$ cat src/design/dap_pkg.sv
// Shared constants and types of the ADPCM decoder core.
package dap_pkg;

   localparam int NumCoefs         = 8;
   localparam int CoefBits         = 16;
   localparam int SampleBits       = 16;
   localparam int ByteBits         = 8;
   localparam int NibbleBits       = 4;
   localparam int CsrDataBits      = 2 * CoefBits;
   localparam int CsrIndexBits     = $clog2(NumCoefs);
   localparam int PredBits         = $clog2(NumCoefs);
   localparam int ShiftBits        = 4;
   localparam int FrameBits        = 3;
   localparam int BudgetBits       = 16;
   localparam int DefaultCountBits = 16;
   localparam int QueueDepth       = 4;

   // Prediction arithmetic: products, rounded sum and the final sample sum.
   localparam int ProdBits   = 2 * CoefBits;
   localparam int AccBits    = ProdBits + 2;
   localparam int RoundShift = 11;
   localparam int PredTermBits = AccBits - RoundShift;
   localparam int ResTermBits  = NibbleBits + (1 << ShiftBits) + 1;
   localparam int TotalBits    = PredTermBits + 1;

   localparam logic signed [AccBits-1:0]    RoundBias = AccBits'(1024);
   localparam logic [PredBits-1:0]          MaxPred   = PredBits'(7);
   localparam logic signed [TotalBits-1:0]  SatMax    = TotalBits'(32767);
   localparam logic signed [TotalBits-1:0]  SatMin   = -TotalBits'(32768);
   localparam logic signed [SampleBits-1:0] SampleMax = 16'sh7FFF;
   localparam logic signed [SampleBits-1:0] SampleMin = 16'sh8000;

   // Kind of work handed from the front to the back.
   typedef enum logic {
      OP_RESTART,
      OP_DECODE
   } op_type;

   // One queue entry: a history load or a byte worth one or two samples.
   typedef struct packed {
      op_type                        op;
      logic [ByteBits-1:0]           data_byte;
      logic                          two_samples;
      logic                          done_first;
      logic                          done_second;
      logic [PredBits-1:0]           pred;
      logic [ShiftBits-1:0]          shift;
      logic signed [SampleBits-1:0]  hist_recent;
      logic signed [SampleBits-1:0]  hist_older;
   } work_type;

   // Status of the work queue as seen by its neighbours.
   typedef struct packed {
      logic full;
      logic empty;
   } queue_status_type;

endpackage

$ cat src/design/dap_req_if.sv
// Input channel of the ADPCM decoder core: one stream byte or restart per beat.
interface dap_req_if;
   logic                                  valid;
   logic                                  ready;
   logic                                  mode;
   logic [dap_pkg::ByteBits-1:0]          data_byte;
   logic signed [dap_pkg::SampleBits-1:0] hist_recent_in;
   logic signed [dap_pkg::SampleBits-1:0] hist_older_in;
   logic [dap_pkg::BudgetBits-1:0]        sample_budget;

   modport source (output valid, mode, data_byte, hist_recent_in, hist_older_in,
                   sample_budget, input ready);
   modport sink   (input valid, mode, data_byte, hist_recent_in, hist_older_in,
                   sample_budget, output ready);
endinterface

$ cat src/design/dap_rsp_if.sv
// Result channel of the ADPCM decoder core: one decoded sample per beat.
interface dap_rsp_if;
   logic                                  valid;
   logic                                  ready;
   logic signed [dap_pkg::SampleBits-1:0] pcm_sample;
   logic                                  last;
   logic                                  done_res;

   modport source (output valid, pcm_sample, last, done_res, input ready);
   modport sink   (input valid, pcm_sample, last, done_res, output ready);
endinterface

$ cat src/design/dsp_adpcm_decoder_core.sv
// Top level of the DSP-ADPCM decoder core: coefficient registers, front, queue, back.
//
//   Channel  Dir  Handshake          Beat
//   req_ch   in   valid/ready        one stream byte or a restart
//   rsp_ch   out  valid/ready        one decoded 16-bit sample
//   csr_*    in   csr_we             one 32-bit coefficient pair
//
// A beat is taken every cycle while the four-entry work queue has room.
// Each sample of a data byte passes the back end as a multiply step and then a
// sum-and-saturate step, which waits while the result register is full; headers
// and bytes past the budget never reach it, and a restart only loads the history.
// Reset is synchronous and clears all control state and history at once.
// A stalled result holds in the output register while the queue keeps filling.
module dsp_adpcm_decoder_core #(
   parameter int COUNT_BITS = dap_pkg::DefaultCountBits
) (
   input  logic                               clock,
   input  logic                               reset,
   dap_req_if.sink                            req_ch,
   dap_rsp_if.source                          rsp_ch,
   input  logic                               csr_we,
   input  logic [dap_pkg::CsrIndexBits-1:0]   csr_index,
   input  logic [dap_pkg::CsrDataBits-1:0]    csr_wdata
);

   logic [dap_pkg::NumCoefs-1:0][dap_pkg::CsrDataBits-1:0] coef_ff;
   dap_pkg::queue_status_type q_status;
   dap_pkg::work_type         push_entry;
   dap_pkg::work_type         head;
   logic                      push;
   logic                      pop;

   // Coefficient pair registers.
   always_ff @(posedge clock) begin
      if (reset) begin
         coef_ff <= '0;
      end else if (csr_we) begin
         coef_ff[csr_index] <= csr_wdata;
      end
   end

   dap_front #(
      .COUNT_BITS (COUNT_BITS)
   ) u_front (
      .clock      (clock),
      .reset      (reset),
      .req        (req_ch),
      .q_status   (q_status),
      .push       (push),
      .push_entry (push_entry)
   );

   dap_queue u_queue (
      .clock      (clock),
      .reset      (reset),
      .push       (push),
      .push_entry (push_entry),
      .pop        (pop),
      .head       (head),
      .status     (q_status)
   );

   dap_back u_back (
      .clock      (clock),
      .reset      (reset),
      .coef       (coef_ff),
      .head       (head),
      .head_valid (!q_status.empty),
      .pop        (pop),
      .rsp        (rsp_ch)
   );

endmodule

$ cat src/design/dap_front.sv
// Front end: accepts beats, tracks frame position, header and sample budget.
module dap_front #(
   parameter int COUNT_BITS = dap_pkg::DefaultCountBits
) (
   input  logic                      clock,
   input  logic                      reset,
   dap_req_if.sink                   req,
   input  dap_pkg::queue_status_type q_status,
   output logic                      push,
   output dap_pkg::work_type         push_entry
);

   logic [dap_pkg::FrameBits-1:0] frame_ff, frame_in;
   logic [dap_pkg::PredBits-1:0]  pred_ff, pred_in;
   logic [dap_pkg::ShiftBits-1:0] shift_ff, shift_in;
   logic [COUNT_BITS-1:0]         left_ff, left_in;

   logic                          accept;
   logic                          left_zero;
   logic                          left_one;
   logic                          left_two;
   logic [1:0]                    take_cnt;
   logic [dap_pkg::NibbleBits-1:0] hi_nib;

   // A beat is taken whenever the queue has room for what it may cause.
   assign req.ready = !q_status.full;
   assign accept    = req.valid && req.ready;
   assign hi_nib    = req.data_byte[dap_pkg::ByteBits-1 -: dap_pkg::NibbleBits];

   // How many samples the budget still allows for one data byte.
   assign left_zero = (left_ff == '0);
   assign left_one  = (left_ff == COUNT_BITS'(1));
   assign left_two  = (left_ff == COUNT_BITS'(2));
   assign take_cnt  = left_zero ? 2'd0 : (left_one ? 2'd1 : 2'd2);

   // Classify the beat and work out the front state that follows it.
   always_comb begin
      frame_in   = frame_ff;
      pred_in    = pred_ff;
      shift_in   = shift_ff;
      left_in    = left_ff;
      push       = 1'b0;
      push_entry.op          = dap_pkg::OP_DECODE;
      push_entry.data_byte   = req.data_byte;
      push_entry.two_samples = (take_cnt == 2'd2);
      push_entry.done_first  = left_one;
      push_entry.done_second = left_two;
      push_entry.pred        = pred_ff;
      push_entry.shift       = shift_ff;
      push_entry.hist_recent = req.hist_recent_in;
      push_entry.hist_older  = req.hist_older_in;
      if (accept) begin
         priority if (req.mode) begin
            // Restart: new budget here, new history in the back end.
            left_in       = COUNT_BITS'(req.sample_budget);
            frame_in      = '0;
            push          = 1'b1;
            push_entry.op = dap_pkg::OP_RESTART;
         end else if (frame_ff == '0) begin
            // Header byte: predictor (clamped) and scale shift.
            pred_in  = hi_nib[dap_pkg::NibbleBits-1] ? dap_pkg::MaxPred
                                                      : hi_nib[dap_pkg::PredBits-1:0];
            shift_in = req.data_byte[dap_pkg::ShiftBits-1:0];
            frame_in = frame_ff + 1'b1;
         end else begin
            // Data byte: spend the budget; a byte past the budget is dropped.
            left_in  = left_ff - COUNT_BITS'(take_cnt);
            frame_in = frame_ff + 1'b1;
            push     = !left_zero;
         end
      end
   end

   // Front state registers.
   always_ff @(posedge clock) begin
      if (reset) begin
         frame_ff <= '0;
         pred_ff  <= '0;
         shift_ff <= '0;
         left_ff  <= '0;
      end else begin
         frame_ff <= frame_in;
         pred_ff  <= pred_in;
         shift_ff <= shift_in;
         left_ff  <= left_in;
      end
   end

endmodule

$ cat src/design/dap_queue.sv
// Short first-in first-out queue of work entries between front and back end.
module dap_queue (
   input  logic                      clock,
   input  logic                      reset,
   input  logic                      push,
   input  dap_pkg::work_type         push_entry,
   input  logic                      pop,
   output dap_pkg::work_type         head,
   output dap_pkg::queue_status_type status
);

   localparam int PtrBits   = $clog2(dap_pkg::QueueDepth);
   localparam int CountBits = $clog2(dap_pkg::QueueDepth + 1);

   dap_pkg::work_type     entry_ff [dap_pkg::QueueDepth];
   logic [PtrBits-1:0]    wr_ptr_ff, wr_ptr_in;
   logic [PtrBits-1:0]    rd_ptr_ff, rd_ptr_in;
   logic [CountBits-1:0]  count_ff, count_in;

   assign head         = entry_ff[rd_ptr_ff];
   assign status.full  = (count_ff == CountBits'(dap_pkg::QueueDepth));
   assign status.empty = (count_ff == '0);

   // Pointer and fill level updates.
   always_comb begin
      wr_ptr_in = push ? PtrBits'(wr_ptr_ff + 1'b1) : wr_ptr_ff;
      rd_ptr_in = pop  ? PtrBits'(rd_ptr_ff + 1'b1) : rd_ptr_ff;
      count_in  = count_ff + CountBits'(push) - CountBits'(pop);
   end

   always_ff @(posedge clock) begin
      if (reset) begin
         wr_ptr_ff <= '0;
         rd_ptr_ff <= '0;
         count_ff  <= '0;
      end else begin
         wr_ptr_ff <= wr_ptr_in;
         rd_ptr_ff <= rd_ptr_in;
         count_ff  <= count_in;
      end
   end

   // Entry storage needs no reset.
   always_ff @(posedge clock) begin
      if (push) begin
         entry_ff[wr_ptr_ff] <= push_entry;
      end
   end

endmodule

$ cat src/design/dap_back.sv
// Back end: two-tap prediction, residual scaling, saturation and result register.
module dap_back (
   input  logic                      clock,
   input  logic                      reset,
   input  logic [dap_pkg::NumCoefs-1:0][dap_pkg::CsrDataBits-1:0] coef,
   input  dap_pkg::work_type         head,
   input  logic                      head_valid,
   output logic                      pop,
   dap_rsp_if.source                 rsp
);

   typedef enum logic [1:0] {
      ST_IDLE,
      ST_MUL,
      ST_ADD
   } state_type;

   state_type                              state_ff, state_in;
   logic signed [dap_pkg::SampleBits-1:0]  hist_recent_ff, hist_recent_in;
   logic signed [dap_pkg::SampleBits-1:0]  hist_older_ff, hist_older_in;
   logic [dap_pkg::ByteBits-1:0]           byte_ff, byte_in;
   logic                                   two_ff, two_in;
   logic                                   done1_ff, done1_in;
   logic                                   done2_ff, done2_in;
   logic [dap_pkg::PredBits-1:0]           pred_ff, pred_in;
   logic [dap_pkg::ShiftBits-1:0]          shift_ff, shift_in;
   logic                                   sel_ff, sel_in;
   logic signed [dap_pkg::ProdBits-1:0]    prod0_ff, prod0_in;
   logic signed [dap_pkg::ProdBits-1:0]    prod1_ff, prod1_in;
   logic                                   rsp_valid_ff, rsp_valid_in;
   logic signed [dap_pkg::SampleBits-1:0]  rsp_pcm_ff, rsp_pcm_in;
   logic                                   rsp_last_ff, rsp_last_in;
   logic                                   rsp_done_ff, rsp_done_in;

   logic [dap_pkg::CsrDataBits-1:0]          pair;
   logic signed [dap_pkg::CoefBits-1:0]      c0;
   logic signed [dap_pkg::CoefBits-1:0]      c1;
   logic signed [dap_pkg::AccBits-1:0]       acc;
   logic signed [dap_pkg::PredTermBits-1:0]  pred_term;
   logic [dap_pkg::NibbleBits-1:0]           nib;
   logic signed [dap_pkg::ResTermBits-1:0]   res_term;
   logic signed [dap_pkg::TotalBits-1:0]     total;
   logic signed [dap_pkg::SampleBits-1:0]    sample;
   logic                                     out_free;
   logic                                     finish;
   logic                                     take;

   // Coefficients of the predictor chosen by the current frame header.
   assign pair = coef[pred_ff];
   assign c0   = pair[dap_pkg::CsrDataBits-1 -: dap_pkg::CoefBits];
   assign c1   = pair[dap_pkg::CoefBits-1:0];

   // Rounded prediction: floor((c0*h1 + c1*h2 + 1024) / 2048).
   assign acc       = prod0_ff + prod1_ff + dap_pkg::RoundBias;
   assign pred_term = acc[dap_pkg::AccBits-1:dap_pkg::RoundShift];

   // Residual: high nibble first, sign-extended and scaled by the shift.
   assign nib      = sel_ff ? byte_ff[dap_pkg::NibbleBits-1:0]
                            : byte_ff[dap_pkg::ByteBits-1 -: dap_pkg::NibbleBits];
   assign res_term = {{(dap_pkg::ResTermBits - dap_pkg::NibbleBits){nib[dap_pkg::NibbleBits-1]}},
                      nib} <<< shift_ff;
   assign total    = pred_term + res_term;

   // Saturate to the sample range.
   always_comb begin
      priority if (total > dap_pkg::SatMax) begin
         sample = dap_pkg::SampleMax;
      end else if (total < dap_pkg::SatMin) begin
         sample = dap_pkg::SampleMin;
      end else begin
         sample = total[dap_pkg::SampleBits-1:0];
      end
   end

   // The result register is free when empty or being drained this cycle.
   assign out_free = !rsp_valid_ff || rsp.ready;
   assign finish   = (state_ff == ST_ADD) && out_free && (sel_ff || !two_ff);
   assign take     = (state_ff == ST_IDLE) || finish;
   assign pop      = take && head_valid;

   assign rsp.valid      = rsp_valid_ff;
   assign rsp.pcm_sample = rsp_pcm_ff;
   assign rsp.last       = rsp_last_ff;
   assign rsp.done_res   = rsp_done_ff;

   // Next-state logic of the sample sequencer.
   always_comb begin
      state_in       = state_ff;
      hist_recent_in = hist_recent_ff;
      hist_older_in  = hist_older_ff;
      byte_in        = byte_ff;
      two_in         = two_ff;
      done1_in       = done1_ff;
      done2_in       = done2_ff;
      pred_in        = pred_ff;
      shift_in       = shift_ff;
      sel_in         = sel_ff;
      prod0_in       = prod0_ff;
      prod1_in       = prod1_ff;
      rsp_valid_in   = rsp_valid_ff && !rsp.ready;
      rsp_pcm_in     = rsp_pcm_ff;
      rsp_last_in    = rsp_last_ff;
      rsp_done_in    = rsp_done_ff;

      unique case (state_ff)
         ST_IDLE: begin
         end
         ST_MUL: begin
            prod0_in = c0 * hist_recent_ff;
            prod1_in = c1 * hist_older_ff;
            state_in = ST_ADD;
         end
         ST_ADD: begin
            if (out_free) begin
               rsp_valid_in   = 1'b1;
               rsp_pcm_in     = sample;
               rsp_last_in    = sel_ff || !two_ff;
               rsp_done_in    = sel_ff ? done2_ff : done1_ff;
               hist_older_in  = hist_recent_ff;
               hist_recent_in = sample;
               if (!finish) begin
                  sel_in   = 1'b1;
                  state_in = ST_MUL;
               end
            end
         end
         default: begin
            state_in = ST_IDLE;
         end
      endcase

      // Pick up the next queue entry as soon as the previous one is through.
      if (take) begin
         state_in = ST_IDLE;
         if (head_valid) begin
            unique case (head.op)
               dap_pkg::OP_RESTART: begin
                  hist_recent_in = head.hist_recent;
                  hist_older_in  = head.hist_older;
               end
               dap_pkg::OP_DECODE: begin
                  byte_in  = head.data_byte;
                  two_in   = head.two_samples;
                  done1_in = head.done_first;
                  done2_in = head.done_second;
                  pred_in  = head.pred;
                  shift_in = head.shift;
                  sel_in   = 1'b0;
                  state_in = ST_MUL;
               end
               default: begin
                  state_in = ST_IDLE;
               end
            endcase
         end
      end
   end

   // State, history and the registered result.
   always_ff @(posedge clock) begin
      if (reset) begin
         state_ff       <= ST_IDLE;
         hist_recent_ff <= '0;
         hist_older_ff  <= '0;
         rsp_valid_ff   <= 1'b0;
      end else begin
         state_ff       <= state_in;
         hist_recent_ff <= hist_recent_in;
         hist_older_ff  <= hist_older_in;
         rsp_valid_ff   <= rsp_valid_in;
      end
      byte_ff     <= byte_in;
      two_ff      <= two_in;
      done1_ff    <= done1_in;
      done2_ff    <= done2_in;
      pred_ff     <= pred_in;
      shift_ff    <= shift_in;
      sel_ff      <= sel_in;
      prod0_ff    <= prod0_in;
      prod1_ff    <= prod1_in;
      rsp_pcm_ff  <= rsp_pcm_in;
      rsp_last_ff <= rsp_last_in;
      rsp_done_ff <= rsp_done_in;
   end

endmodule

$ cat src/flat_wrapper.sv
// flat-port wrapper written by rule: the top's interface ports become plain ports
module dsp_adpcm_decoder_core_flat 
#(
   parameter int COUNT_BITS = dap_pkg::DefaultCountBits
)
  (clock, reset, csr_we, csr_index, csr_wdata, req_ch_valid, req_ch_mode, req_ch_data_byte, req_ch_hist_recent_in, req_ch_hist_older_in, req_ch_sample_budget, req_ch_ready, rsp_ch_valid, rsp_ch_pcm_sample, rsp_ch_last, rsp_ch_done_res, rsp_ch_ready);
  dap_req_if req_ch_i ();
  dap_rsp_if rsp_ch_i ();
  input  logic clock;
  input  logic reset;
  input  logic csr_we;
  input  logic [dap_pkg::CsrIndexBits-1:0] csr_index;
  input  logic [dap_pkg::CsrDataBits-1:0] csr_wdata;
  input wire logic [$bits(req_ch_i.valid)-1:0] req_ch_valid;
  input wire logic [$bits(req_ch_i.mode)-1:0] req_ch_mode;
  input wire logic [$bits(req_ch_i.data_byte)-1:0] req_ch_data_byte;
  input wire logic [$bits(req_ch_i.hist_recent_in)-1:0] req_ch_hist_recent_in;
  input wire logic [$bits(req_ch_i.hist_older_in)-1:0] req_ch_hist_older_in;
  input wire logic [$bits(req_ch_i.sample_budget)-1:0] req_ch_sample_budget;
  output wire logic [$bits(req_ch_i.ready)-1:0] req_ch_ready;
  output wire logic [$bits(rsp_ch_i.valid)-1:0] rsp_ch_valid;
  output wire logic [$bits(rsp_ch_i.pcm_sample)-1:0] rsp_ch_pcm_sample;
  output wire logic [$bits(rsp_ch_i.last)-1:0] rsp_ch_last;
  output wire logic [$bits(rsp_ch_i.done_res)-1:0] rsp_ch_done_res;
  input wire logic [$bits(rsp_ch_i.ready)-1:0] rsp_ch_ready;
  assign req_ch_i.valid = req_ch_valid;
  assign req_ch_i.mode = req_ch_mode;
  assign req_ch_i.data_byte = req_ch_data_byte;
  assign req_ch_i.hist_recent_in = req_ch_hist_recent_in;
  assign req_ch_i.hist_older_in = req_ch_hist_older_in;
  assign req_ch_i.sample_budget = req_ch_sample_budget;
  assign req_ch_ready = req_ch_i.ready;
  assign rsp_ch_valid = rsp_ch_i.valid;
  assign rsp_ch_pcm_sample = rsp_ch_i.pcm_sample;
  assign rsp_ch_last = rsp_ch_i.last;
  assign rsp_ch_done_res = rsp_ch_i.done_res;
  assign rsp_ch_i.ready = rsp_ch_ready;
  dsp_adpcm_decoder_core #(.COUNT_BITS(COUNT_BITS)) u_core (.clock(clock), .reset(reset), .req_ch(req_ch_i), .rsp_ch(rsp_ch_i), .csr_we(csr_we), .csr_index(csr_index), .csr_wdata(csr_wdata));
endmodule
$ cat config.mk
export PLATFORM = sky130hd
export DESIGN_NAME = dsp_adpcm_decoder_core_flat
export DESIGN_NICKNAME = d
export VERILOG_FILES = /design/src/design/dap_pkg.sv /design/src/design/dap_req_if.sv /design/src/design/dap_rsp_if.sv /design/src/design/dsp_adpcm_decoder_core.sv /design/src/design/dap_front.sv /design/src/design/dap_queue.sv /design/src/design/dap_back.sv /design/src/flat_wrapper.sv
export SDC_FILE = /design/constraint.sdc
export NUM_CORES = 2
export LEC_CHECK = 0
export ABC_AREA = 1
export BUFFER_PORTS_ARGS = -buffer_cell sky130_fd_sc_hd__buf_4
export CORE_MARGIN = 2
export CORE_UTILIZATION = 40
export CTS_BUF_LIST = sky130_fd_sc_hd__clkbuf_16
export DETAILED_ROUTE_END_ITERATION = 10
export PLACE_DENSITY_LB_ADDON = 0.12
export SKIP_CTS_REPAIR_TIMING = 1
export SLEW_MARGIN = 5
export SYNTH_ARGS = -nofsm -noshare
export SYNTH_HDL_FRONTEND = slang
export SYNTH_SLANG_ARGS = --single-unit
$ cat constraint.sdc
create_clock -name clock -period 6.3 [get_ports clock]
set_input_delay 0 -clock clock [delete_from_list [all_inputs] [get_ports clock]]
set_output_delay 0 -clock clock [all_outputs]
set_load 0.01 [all_outputs]
Yosys cells after proc, flatten, opt, wreduce, memory -nomap -nowiden
Memory sizes are Yosys's and may differ from the RTL's. A register that Yosys moved wholly into a read port is not among the register bits.
Index checks and enable logic that the tools add are counted.
{"block": "word_totals", "register_bits": 425, "mem_bits_rw": 204, "in_bits": 97, "output_inout_bits": 20, "memories": 1}
{"block": "classes", "add_sub_neg": 9, "n_mul": 2, "magnitude_cmp": 5, "n_eq_ne": 10, "shift": 1, "mux": 48, "bitwise_logic": 2, "n_reduce_logical": 24}
{"memory": "u_core.u_queue.entry_ff", "depth": 4, "width": 51, "rd": 1, "rd_ports_with_merged_regs": 1, "wr": 1, "line": "dap_queue.sv:15", "rtl": "dap_pkg::work_type entry_ff [dap_pkg::QueueDepth];"}
{"cell": "$bwmux W256", "count": 1}
{"cell": "$mux W16", "count": 14}
{"cell": "$bmux W32 S3", "count": 1}
{"cell": "$demux W32 S3", "count": 1}
{"cell": "$mul A16 B16 Y32", "count": 2}
{"cell": "$mux W32", "count": 2}
{"cell": "$add A33 B12 Y34 const B", "count": 1}
{"cell": "$add A32 B32 Y33", "count": 1}
{"cell": "$add A23 B21 Y24", "count": 1}
{"cell": "$gt A24 B16 Y1 const B", "count": 1}
{"cell": "$lt A24 B16 Y1 const B", "count": 1}
{"cell": "$sshl A21 B4 Y21", "count": 1}
{"cell": "$mux W1", "count": 18}
{"cell": "$eq A16 B1 Y1 const B", "count": 1}
{"cell": "$eq A16 B2 Y1 const B", "count": 1}
{"cell": "$logic_not A16 Y1", "count": 1}
{"cell": "$sub A16 B2 Y16", "count": 1}
{"cell": "$mux W2", "count": 7}
{"cell": "$reduce_and A3 Y1", "count": 3}
{"cell": "$lt A3 B4 Y1 const B", "count": 2}
{"cell": "$logic_and A1 B1 Y1", "count": 6}
{"cell": "$logic_not A1 Y1", "count": 6}
{"cell": "$logic_not A3 Y1", "count": 2}
{"cell": "$mux W3", "count": 2}
{"cell": "16 further kinds", "count": 24}

Longest topological paths before layout
{"block": "logic_depth", "ltp_word": 11, "depth_mapped": 33, "depth_no_buf": 32}

Hierarchy
A second synthesis with hierarchy kept.
{"block": "hier_totals", "cells_unflattened": 6057, "hier_area_um2": 50813.7}
{"module": "dap_back", "n_inst": 1, "cells_per_inst": 3655, "area_per_inst_um2": 30082.6, "seq_area_each_um2": 3723.6}
{"module": "dsp_adpcm_decoder_core", "n_inst": 1, "cells_per_inst": 1438, "area_per_inst_um2": 10204.8, "seq_area_each_um2": 5124.9}
{"module": "dap_queue", "n_inst": 1, "cells_per_inst": 652, "area_per_inst_um2": 8473.1, "seq_area_each_um2": 6306.0}
{"module": "dap_front", "n_inst": 1, "cells_per_inst": 312, "area_per_inst_um2": 2053.2, "seq_area_each_um2": 520.5}

Least setup slack after synthesis
OpenSTA, ideal clock, no wires.
{"block": "synth_path", "kind": "reg2reg", "start": "register u_core.u_back.pred_ff[1] (netlist name)", "end": "register u_core.u_back.prod0_ff[29] (netlist name), data pin", "t_arrival_ps": 6395, "t_required_ps": 6041, "path_slack_ps": -354, "stages_incl_launch_ff": 27, "path_buffers": 3, "synth_period_minus_slack_ps": 6654, "cell_sequence": "edfxtp_1 clkbuf_1 clkbuf_1 o221ai_1 nand2_1 clkbuf_1 nor2_1 fa_1 fa_1 inv_1 fa_1 fa_1 fa_1 fa_1 inv_1 ha_1 nand2_1 nor4_1 nand3_1 nand3_1 nand2_1 nand2_1 nand3_1 nand2_1 nand2_1 nand2_1 xor2_1"}
{"block": "synth_via", "elab_chain_len": 3}
{"item": "from (decl)", "line": "dap_back.sv:25", "rtl": "logic [dap_pkg::PredBits-1:0] pred_ff, pred_in;"}
{"item": "from (signal assigned)", "line": "dap_back.sv:176", "rtl": "pred_ff <= pred_in;"}
{"item": "$bmux W32 S3", "line": "dap_back.sv:49", "rtl": "assign pair = coef[pred_ff];"}
{"item": "$mux W32 (not written as such)", "line": "dap_back.sv:49"}
{"item": "$mul A16 B16 Y32", "line": "dap_back.sv:109", "rtl": "prod0_in = c0 * hist_recent_ff;"}
{"item": "to (signal assigned)", "line": "dap_back.sv:179", "rtl": "prod0_ff <= prod0_in;"}
{"item": "to (decl)", "line": "dap_back.sv:28", "rtl": "logic signed [dap_pkg::ProdBits-1:0] prod0_ff, prod0_in;"}
Every way passes these cells. The select of a mux whose other input is x is not followed.
A chain may end at the register's enable or synchronous reset.

Worst setup path after layout
{"block": "layout_path", "start": "register u_core.u_back.pred_ff[0] (netlist name)", "end": "register u_core.u_back.prod0_ff[28] (netlist name), data pin"}
Same word-level chain as after synthesis.

==> results.md <==
* Chip height at 351 um
* Io pins at 117
* Final Core Density at 0.489
* Worst setup EP type: flop
* Vias at a little under 40000
* Post-route cell area at approximately 59000 um2
* Antenna-violating nets left at 0
* Clock tree root buffer cell: clkbuf_16
* GRT Residual Overflow at 0
* DP Worst Slack at -0.586 ns
* Placer congestion estimate at 0.905
* Sequential area share after synthesis at 0.326
* Final setup fails at 30
* Slowest CP cell: fa_1
* Startpoint class of the critical path: flop
* Initial core utilization at 0.402
* GRT Overall Usage at 0.252
* DR iter-0 viols at 2963
* Critical path's most frequent cell: nand2_1
* Netlist Area Pre-Place at just under 50000 um2
* Syn nets at 6421
* Setup total negative slack at -6.38 ns
* Ys async rst share at 0
* DRT Pass-1 Iters at 5
* Dominant synthesized flop cell: dfxtp_1
* Normalized max-slew margin at 0.195
* Period utilisation layout at 1.06
* Top cell type's share of synthesized area at 0.219
* Slew @ Worst Pin at 1.19 ns
* Final Max Tran Viols at 0
* CTS Buffer Depth at 3
* Area after DPL at 53600 um2
* Count leader, synth: nor2_1
* Final Hold Vio Count at 0
* Tightest Hold Check Type: in -> reg
* Post-layout net count at 6935
* Setup Skew at 0.0336 ns
* Top area cells in the synthesized netlist: fa_1 (22%), edfxtp_1 (19%), dfxtp_1 (14%)
* Share of layout cells above drive strength 1 at 0.163
* Reg clk slew, reported paths at 0.06 ns
* Via density at ~5.1
* Max-cap violations at 0
* Synth cell count leaders: nor2_1 (1099), inv_1 (767), nand2_1 (711), o21ai_0 (538), fa_1 (527)
* # rows at between 100 and 150
* Synth Instances at 5538
* Pin count of the biggest net entering global routing at 114
* Synth area leader: fa_1
* Critical path data arrival time at 7.08 ns
* Number of synthesized flops with an enable pin at around 300
* Area of the multi-input gates at 29500 um2
* PortBufs at roughly 120
* Synth warn at 0
* Vias in the first global route at 38900
* Distinct cells, synth at 55
* Failing checks: setup timing
* CP required at approximately 6.7 ns
* First-pass GRT wire length at 236000 um
* Total CTS buffers at 73
* DIE AREA at 123000 um2
* Synth Register Bits at 631
* Syn_area_per_cell at 8.69 um2
* Max incr delay on CP at 0.59 ns
* Routed Wire Length at 156000 um
* Clk_lat worst skew at 0.66 ns
* RSZ-0062 raised after global routing: true
* DP HPWL at 115000 um
* H-tree Lvls at 3
* Core area at approximately 120000 um2
* Reg area at 15700 um2
* Sink Count at ~630
* WS Path Type: reg -> reg
* Area grow syn2layout at 21.6%
* CTS tree: built
* Layout filler cell count at approximately 11000
* Outcome: finished, violations left
* Worst Path Max Fanout at 6
* Routed len/inst at 20.2 um
* Tmin final at 6.69 ns
* Fmax at 149 MHz
* Final WS setup at -0.390 ns
* Antenna violations before repair at 15
* Die extent in x at 351 um
* DRC violations left at 0
==> path summary, 6_finish.rpt <==
| kind | from | to | slack, ns | depth (start not counted) |
|---|---|---|---|---|
| min reg2reg | u_core.u_queue.rd_ptr_ff[1] | flop | 0.46 | 2 |
| max reg2reg | u_core.u_back.pred_ff[0] | u_core.u_back.prod0_ff[28] | -0.39 | 34 |
| min | req_ch_hist_older_in[11] | u_core.u_queue.entry_ff[2][11] | 0.11 | 2 |
| max | u_core.u_back.pred_ff[0] | u_core.u_back.prod0_ff[28] | -0.39 | 34 |
==> cells in the final DEF (no fill, tap or decap), types with 82 or more instances in the layout <==
cell	Yosys	final
fa_1	527	508
inv_1	767	760
dfxtp_1	327	325
ha_1	259	230
clkbuf_16	0	82
edfxtp_1	304	304
buf_4	0	534
dlygate4sd3_1	0	109
nand2_1	711	675
o21ai_0	538	522
a21oi_1	176	149
nor2_1	1099	1058
==> cells by family (layout without fill, tap and decap cells) <==
logic type,after synthesis,in the layout,synth area share
AO/OA/AOI/OAI,905,905,0.106
multiplexers,66,66,0.0137
other,0,9,0
flip-flops,631,631,0.326
XOR/XNOR,116,116,0.0213
AND/OR/NAND/NOR,1983,1983,0.163
buffers and inverters,1051,1623,0.0841
adder cells (fa/ha/maj),786,786,0.287
==> final cells by class <==
class	count	area share
diodes	9	0.000385
multi-input cells	3856	0.504
repair buffers	697	0.103
clock buffers	74	0.0316
clock inverters	59	0.00761
well taps	1612	0.0345
flip-flops and latches	631	0.268
inverters	793	0.0514
==> metal layers <==
metal	part of all wire	routed length, um	global-route usage
met5	0.00043	67	0
met1	0.45	71000	0.355
met4	0.021	3260	0.0569
met3	0.061	9530	0.0346
met2	0.46	72500	0.412
==> sequential cells by signal, indices dropped and copies added (netlist names), 4 cells and up, named ones only <==
| signal | cells |
|---|---|
| u_core.u_back.hist_older_ff | 16 |
| u_core.u_front.shift_ff | 4 |
| u_core.coef_ff | 256 |
| u_core.u_back.hist_recent_ff | 16 |
| u_core.u_back.prod0_ff | 32 |
| u_core.u_back.shift_ff | 4 |
| u_core.u_back.rsp.pcm_sample | 16 |
| u_core.u_queue.entry_ff | 204 |
| u_core.u_front.left_ff | 16 |
| u_core.u_back.prod1_ff | 32 |
| u_core.u_back.byte_ff | 8 |
==> through the flow <==
| step | std cells | hold slack [ns] |
|---|---|---|
| 6_report | 7731 | 0.105 |
| 2_1_floorplan | 5538 | 0.0785 |
| 4_1_cts | 7577 | -0.488 |
| 3_3_place_gp | 7444 | 0.203 |
| 3_5_place_dp | 7444 | 0.206 |
| 5_1_grt | 7728 | 0.0972 |
==> critical path: cells and delay by family (launching register included) <==
kind,cells,cell delay [ns]
simple gates,12,0.89
compound gates,4,0.61
flops,1,0.44
buf+inv,11,1.00
fa+ha+maj,7,3.46
Power is not shown: default switching activity piles up to over one toggle a cycle in this logic, so the estimate is an artifact.
